==> config.mk <==
export PLATFORM = sky130hd
export DESIGN_NAME = vsa_ctrl
export DESIGN_NICKNAME = d
export VERILOG_FILES = /design/src/hdl/vsa_pkg.sv /design/src/hdl/vsa_ctrl.sv
export SDC_FILE = /design/constraint.sdc
export NUM_CORES = 1
export LEC_CHECK = 0
export BUFFER_PORTS_ARGS = -buffer_cell sky130_fd_sc_hd__buf_4
export CORE_MARGIN = 3
export CORE_UTILIZATION = 40
export CTS_CLUSTER_DIAMETER = 40
export DETAILED_ROUTE_END_ITERATION = 8
export PLACE_DENSITY = 0.77
export RECOVER_POWER = 50
export SYNTH_ARGS = -nofsm -noshare
export SYNTH_HDL_FRONTEND = slang
export SYNTH_SLANG_ARGS = --single-unit
==> constraint.sdc <==
create_clock -name clk -period 1.49 [get_ports clk]
set_input_delay 0.0745 -clock clk [delete_from_list [all_inputs] [get_ports clk]]
set_output_delay 0.0745 -clock clk [all_outputs]
set_load 0.01 [all_outputs]
==> src/hdl/vsa_pkg.sv <==
// Package: shared types, constants and command/status structs for voxel_snap_accumulate
package vsa_pkg;

    localparam int TableDepthDefault = 1024;
    localparam int FracBitsDefault   = 8;
    localparam int CountMax          = 20'hFFFFF;

    localparam logic [1:0] FuncAdd   = 2'd0;
    localparam logic [1:0] FuncRead  = 2'd1;
    localparam logic [1:0] FuncClear = 2'd2;

    localparam logic CfgSnapEnable = 1'b0;
    localparam logic CfgSnapExp    = 1'b1;

    // Controller to datapath commands
    typedef struct packed {
        logic load;      // capture the input beat
        logic scan_rd;   // read entry at scan pointer
        logic scan_inc;  // advance scan pointer
        logic scan_clr;  // zero scan pointer
        logic idx_rd;    // read entry at read_index
        logic wr_upd;    // write back updated entry at hit index
        logic wr_new;    // append new entry
        logic used_clr;  // empty the table
        logic out_hit;   // result: hit (maybe dropped on saturation)
        logic out_new;   // result: new entry
        logic out_full;  // result: table full
        logic out_read;  // result: read entry
        logic out_zero;  // result: all zero but index
    } vsa_cmd_t;

    // Datapath to controller status
    typedef struct packed {
        logic [1:0] func;
        logic       scan_done;  // pointer reached used count
        logic       match;      // registered read data matches key
        logic       full;       // used count at depth
        logic       read_ok;    // read index below used count
        logic       sat;        // matched count saturated
    } vsa_stat_t;

endpackage

==> src/hdl/vsa_ctrl.sv <==
// Controller: sequences capture, table scan, write-back and result strobe
module vsa_ctrl (
    input  logic               clk,
    input  logic               rst_n,
    input  logic               start,
    output logic               busy,
    output logic               done,
    input  vsa_pkg::vsa_stat_t stat,
    output vsa_pkg::vsa_cmd_t  cmd
);

    typedef enum logic [6:0] {
        S_IDLE  = 7'b0000001,
        S_DISP  = 7'b0000010,
        S_SCAN  = 7'b0000100,
        S_CHECK = 7'b0001000,
        S_RDWT  = 7'b0010000,
        S_OUT   = 7'b0100000,
        S_DONE  = 7'b1000000
    } vsa_state_t;

    vsa_state_t state_reg, state_next;
    vsa_pkg::vsa_cmd_t c;

    // Next state and commands
    always_comb
    begin
        state_next = state_reg;
        c = '0;
        unique case (state_reg)
            S_IDLE:
            begin
                if (start)
                begin
                    c.load = 1'b1;
                    c.scan_clr = 1'b1;
                    state_next = S_DISP;
                end
            end
            S_DISP:
            begin
                unique case (stat.func)
                    vsa_pkg::FuncAdd:
                        state_next = S_SCAN;
                    vsa_pkg::FuncRead:
                    begin
                        if (stat.read_ok)
                        begin
                            c.idx_rd = 1'b1;
                            state_next = S_RDWT;
                        end
                        else
                        begin
                            c.out_zero = 1'b1;
                            state_next = S_DONE;
                        end
                    end
                    vsa_pkg::FuncClear:
                    begin
                        c.used_clr = 1'b1;
                        c.out_zero = 1'b1;
                        state_next = S_DONE;
                    end
                    default:
                    begin
                        c.out_zero = 1'b1;
                        state_next = S_DONE;
                    end
                endcase
            end
            S_SCAN:
            begin
                if (stat.scan_done)
                begin
                    if (stat.full)
                        c.out_full = 1'b1;
                    else
                    begin
                        c.wr_new = 1'b1;
                        c.out_new = 1'b1;
                    end
                    state_next = S_DONE;
                end
                else
                begin
                    c.scan_rd = 1'b1;
                    c.scan_inc = 1'b1;
                    state_next = S_CHECK;
                end
            end
            S_CHECK:
            begin
                if (stat.match)
                begin
                    c.out_hit = 1'b1;
                    c.wr_upd = !stat.sat;
                    state_next = S_DONE;
                end
                else if (stat.scan_done)
                begin
                    if (stat.full)
                        c.out_full = 1'b1;
                    else
                    begin
                        c.wr_new = 1'b1;
                        c.out_new = 1'b1;
                    end
                    state_next = S_DONE;
                end
                else
                begin
                    c.scan_rd = 1'b1;
                    c.scan_inc = 1'b1;
                end
            end
            S_RDWT:
            begin
                state_next = S_OUT;
            end
            S_OUT:
            begin
                c.out_read = 1'b1;
                state_next = S_DONE;
            end
            S_DONE:
            begin
                state_next = S_IDLE;
            end
            default:
                state_next = S_IDLE;
        endcase
    end

    always_ff @(posedge clk or negedge rst_n)
    begin
        if (!rst_n)
            state_reg <= S_IDLE;
        else
            state_reg <= state_next;
    end

    assign cmd  = c;
    assign busy = (state_reg != S_IDLE);
    assign done = (state_reg == S_DONE);

endmodule

==> results of run 1 <==
[through the flow]
stage | std cells | power, mW | util | instance area, sq um | worst slack [ns]
after floorplan | 61 | 0.581 | - | 593 | -0.151
after global placement | 106 | 0.749 | 0.693 | 832 | -0.0711
after detailed placement | 106 | 0.765 | 0.693 | 832 | -0.0927
after CTS | 113 | 1.03 | 0.782 | 940 | -0.335
after global routing | 113 | 1.14 | 0.811 | 975 | -0.439
final | 113 | 1.06 | 0.811 | 975 | -0.369
[layout make-up]
class                      count  area (sq um)
timing repair buffer          39           322
clock buffer                   3          22.5
sequential                     7           178
fill                          75           226
tap                           14          17.5
multi-input combinational     46           419
inverter                       3          11.3
clock inverter                 1          5.00
[worst paths after layout]
check / startpoint / to / slack (ns) / depth (start not counted)
min in group asynchronous: rst_n / state_reg[1]$_DFFE_PN0P_ / 0.26 / 2
setup reg to reg: state_reg[5]$_DFFE_PN0P_ / state_reg[6]$_DFFE_PN0P_ / -0.06 / 5
setup / recovery: state_reg[2]$_DFFE_PN0P_ / cmd[11] / -0.37 / 4
hold / removal: stat[5] / state_reg[2]$_DFFE_PN0P_ / 0.01 / 2
max in group asynchronous: rst_n / state_reg[0]$_DFFE_PN1P_ / 0.93 / 2
hold reg to reg: state_reg[6]$_DFFE_PN0P_ / state_reg[5]$_DFFE_PN0P_ / 0.62 / 2
[power groups by stage]
stage	logic (mW)	registers [mW]	clock network [mW]
5_1_grt	0.691	0.253	0.192
3_3_place_gp	0.500	0.249	0
4_1_cts	0.609	0.251	0.172
2_1_floorplan	0.329	0.252	0
6_report	0.640	0.252	0.169
3_5_place_dp	0.515	0.251	0
[routing by layer]
layer | track usage | part of all wire | vias up
li1 | - | - | 295
met1 | 0.210 | 0.42 | 275
met2 | 0.330 | 0.53 | 18
met3 | 0.0297 | 0.038 | 4
met4 | 0.0361 | 0.013 | 0
met5 | 0 | 0 | -
[timing repair]
| item | 4_1_cts | 5_1_grt |
|---|---|---|
| setup endpoints to repair | 17 | 21 |
| gates resized for setup | 15 | 9 |
| hold buffers | 1 | 0 |
| cloned | 0 | 0 |
| buffers inserted | 2 | 1 |
| pin swaps | 5 | 6 |
| hold endpoints to repair | 7 | 0 |
[critical path, cell delays in order, from the launching register on]
cell,delay (ns)
dfrtp_1,0.39
or3b_4,0.41
a2111oi_4,0.37
nor2b_4,0.25
buf_6,0.12
[kinds of logic after synthesis]
kind of cell,Yosys count
AO/OA/AOI/OAI,8
XOR/XNOR,2
AND/OR/NAND/NOR,36
flip-flops,7
buffers and inverters,8
[cells in the final DEF, fill, tap and decap left out, drive strengths merged, types with 2 or more instances in the layout]
| cell type | instances |
|---|---|
| inv | 3 |
| nand2 | 5 |
| clkbuf | 4 |
| xor2 | 2 |
| or2 | 2 |
| nand3b | 3 |
| buf | 37 |
| nor2 | 8 |
| dfrtp | 6 |
| nor3 | 6 |
| a2111oi | 2 |
| nor2b | 4 |
==> flow_summary.toml, run 1 <==
[status]
status = "complete, but fails checks"
violations = "setup timing"

[route]
routed_wl_mm = 1.67
vias_per_cell = 5.24
drc = 0
drt-pass1-iter-count = 4
vias = 592
drt-initial-drc-count = 6
wl_per_cell_um = 14.8
ant_nets = 0

[synth]
yosys.cell_count.top_type = "nor2_1"
async_reset_ff_frac = 1.00
synth_top_family_by_area = "simple AND/OR/NAND/NOR gates"
synthesis.instances = 61
yosys.area.top_type_share = 0.271
ys_types = 33
synth.area.mux_share = 0
synth-xor-area-share = 0.0317
synth_warnings = 0
synth_nets = 71
syn_avg_cell_area_sq_um = 9.07
yosys.area_share.simple = 0.410
netlist_area_sq_um = 553
synthFlopType = "dfrtp_1"
ys_ff_latch = 7
yosys.area.top_type = "dfrtp_1"
yosys.area_share.adder = 0
synthTopCellsByArea = "dfrtp_1 (27%), nor2_1 (5.4%), a2111oi_4 (5.0%)"
synth_edf_count = 0
yosysSeqAreaShare = 0.319
synth_compound_area_frac = 0.149
ys_top_cells_by_count = "nor2_1 (8), dfrtp_1 (6), nand2_1 (4), nor2b_1 (4), nor3_1 (4)"

[clocking]
h-tree-depth = 1
cts.sinks = 7
cts_buffers = 3
clk_path_buf_depth = 2
clk_pin_slew_ns = 0.06
insertion_delay_ns = 0.25
cts_tree = "yes"
clockRootBuffer = "clkbuf_4"

[floorplanning]
die_x_um = 43.2
initial_utilization = 0.460
die_area_sq_um = 1860
io_pins = 25
die_height_um = 43.2
num_rows = 12
core_sq_um = 1200

[global_route]
grt.total_usage = 0.178
gr-total-overflow = 0
grt_max_degree = 9
antenna_found_initial = 0
grt_pass1_wl_mm = 2.57
grt_pass1_vias = 565

[run]
maxCapViolCount = 0

[placement]
hpwl_mm = 1.14
io_buffers = 24
gp_congestion = 0.733

[timing]
slew_headroom = 0.758
final_max_slew_viol_count = 0
tns_ns = -3.93
finClkSkew_ns = 0.00623
whs_ns = 0.0121
timing.final.ws_setup_ns = -0.369
finalCritPeriodShare = 1.25
hold_viol = 0
worstMarginPinSlew_ns = 0.362
rsz0062_at_grt = "true"
layout_min_cycle_time_ns = 1.86
clock.fmax_mhz = 538
finalSetupViolations = 16

[worst_setup_path]
critPathCaptureType = "primary output"
required_ns = 1.42
critPathMaxFanout = 4
startpoint_type = "flip-flop"
arrival_ns = 1.78
crit_type = "reg2out"

[finish]
drive_gt1_frac = 0.657
synthToLayoutAreaGrowth_pct = 76.2
nNetsFinal = 110
largest_register_ffs = 7
n_antenna_cell = 0

[pwr]
p_leak_nw = 0.439
p_int_mw = 0.660
p_switching_mw = 0.401
seqPwrFrac = 0.237
swShare = 0.378
clock_power_share = 0.159
vdd_drop_max_mv = 0.802
p_per_area_nw_per_um2 = 1090
combPwrFrac = 0.604

[hold_path]
worstHoldPathType = "in2reg"
No activity file was read; power rests on OpenSTA's default activity.
==> run 2, diff against run 1 <==
==> constraint.sdc (replaced) <==
create_clock -name clk -period 1.49 [get_ports clk]
set_input_delay 0.2235 -clock clk [delete_from_list [all_inputs] [get_ports clk]]
set_output_delay 0.2235 -clock clk [all_outputs]
set_load 0.01 [all_outputs]
==> flow_summary.toml, run 2 (synthesis results as in run 1) <==
[clocking]
cts_tree = "yes"
clk_pin_slew_ns = 0.06
clk_path_buf_depth = 2
cts.sinks = 7
clockRootBuffer = "clkbuf_4"
insertion_delay_ns = 0.26
cts_buffers = 3
h-tree-depth = 1

[worst_setup_path]
cp_slowest_stage_delay_ns = 0.41
startpoint_type = "flip-flop"
path_cells = "or3b_4, a2111oi_4, nand2_1, nor2_2, buf_4"
critPathMaxFanout = 4
arrival_ns = 1.93
required_ns = 1.27
crit_type = "reg2out"
cp_slowest_cell = "dfrtp_1"
critPathCaptureType = "primary output"

[global_route]
met1_usage = 0.234
gr-total-overflow = 0
grt.total_usage = 0.200
use_met3 = 0.0254
antenna_found_initial = 0
grt_pass1_wl_mm = 2.86
grt.busiest_layer = "met2"
grt_pass1_vias = 633
grt_max_degree = 9
met2_usage = 0.372

[finish]
fillCellCount = 62
mostFrequentLayoutCell = "buf_4"
synthToLayoutAreaGrowth_pct = 88.2
mostFrequentLayoutCells = "buf_4 (33), buf_6 (9), dfrtp_1 (5)"
largest_register_ffs = 7
nNetsFinal = 115
drive_gt1_frac = 0.692
n_antenna_cell = 0

[floorplanning]
die_height_um = 43.2
num_rows = 12
die_x_um = 43.2
initial_utilization = 0.460
die_area_sq_um = 1860
io_pins = 25
core_sq_um = 1200

[timing]
finalCritPeriodShare = 1.45
timing.final.ws_setup_ns = -0.666
rsz0062_at_grt = "true"
whs_ns = 0.146
finClkSkew_ns = 0.00953
worstMarginPinSlew_ns = 0.382
hold_viol = 0
finalSetupViolations = 20
clock.fmax_mhz = 464
final_max_slew_viol_count = 0
tns_ns = -7.74
layout_min_cycle_time_ns = 2.16
slew_headroom = 0.745

[route]
drc = 0
ant_nets = 0
drt-pass1-iter-count = 4
vias_per_cell = 5.69
drt-initial-drc-count = 15
wl_per_cell_um = 18.4
vias = 672
routed_wl_mm = 2.17

[placement]
gp_congestion = 0.805
hpwl_mm = 1.30
io_buffers = 24
pre_cts_slack_ns = -0.295

[pwr]
vdd_drop_max_mv = 0.947
power.total_mw = 1.21
p_leak_nw = 0.458
p_per_area_nw_per_um2 = 1160

[hold_path]
worstHoldPathType = "in2reg"

[status]
status = "complete, but fails checks"
violations = "setup timing"

[run]
maxCapViolCount = 0
## run 2: cell count changes in the layout (fill, tap and decap cells not counted), sizes merged
cell / before / now
buf: 37 / 42
clkbuf: 4 / 5
clkinv: 1 / 0
## run 2: critical path: cells and delay by family, from the launching register on
family	cells	cell delay, ns
compound gates	1	0.40
buf+inv	1	0.14
flops	1	0.41
simple gates	3	0.70
## run 2: worst paths after layout
| check | from | end | slack [ns] | cells after the start |
|---|---|---|---|---|
| hold reg to reg | state_reg[6]$_DFFE_PN0P_ | state_reg[5]$_DFFE_PN0P_ | 0.61 | 2 |
| min in group asynchronous | rst_n | state_reg[2]$_DFFE_PN0P_ | 0.43 | 2 |
| max in group asynchronous | rst_n | state_reg[0]$_DFFE_PN1P_ | 0.74 | 2 |
| hold / removal | stat[5] | state_reg[2]$_DFFE_PN0P_ | 0.15 | 2 |
| setup / recovery | state_reg[3]$_DFFE_PN0P_ | cmd[6] | -0.67 | 5 |
| setup reg to reg | state_reg[3]$_DFFE_PN0P_ | state_reg[3]$_DFFE_PN0P_ | -0.10 | 4 |
## run 2: per-layer routing
layer	wire length (um)	share of wire
met1	886	0.41
met2	1120	0.52
met3	85	0.039
met4	76	0.035
met5	0	0
## run 2: report_power, final
part | total (mW) | switching [mW] | internal [mW]
combinational | 0.763 | 0.361 | 0.402
clock | 0.189 | 0.0856 | 0.103
sequential | 0.256 | 0.0283 | 0.228
## run 2: metrics by stage
stage / util / cells / instance area (sq um)
2_1_floorplan: - / 61 / 606
3_3_place_gp: 0.722 / 109 / 867
3_5_place_dp: 0.722 / 109 / 867
4_1_cts: 0.805 / 116 / 967
5_1_grt: 0.867 / 118 / 1040
6_report: 0.867 / 118 / 1040
## run 2: cell type report
class,count,area [sq um],share of cell area
flip-flops and latches,7,178,0.171
well taps,14,17.5,0.0168
clock buffers,4,26.3,0.0252
inverters,3,11.3,0.0108
multi-input cells,46,445,0.428
repair buffers,44,363,0.349
## run 2: timing repair
action,CTS,global route
gates resized for setup,12,13
endpoints found under the setup margin,19,22
buffers inserted,2,5
endpoints found under the hold margin,7,0
pin swaps,7,12
hold buffers,1,0
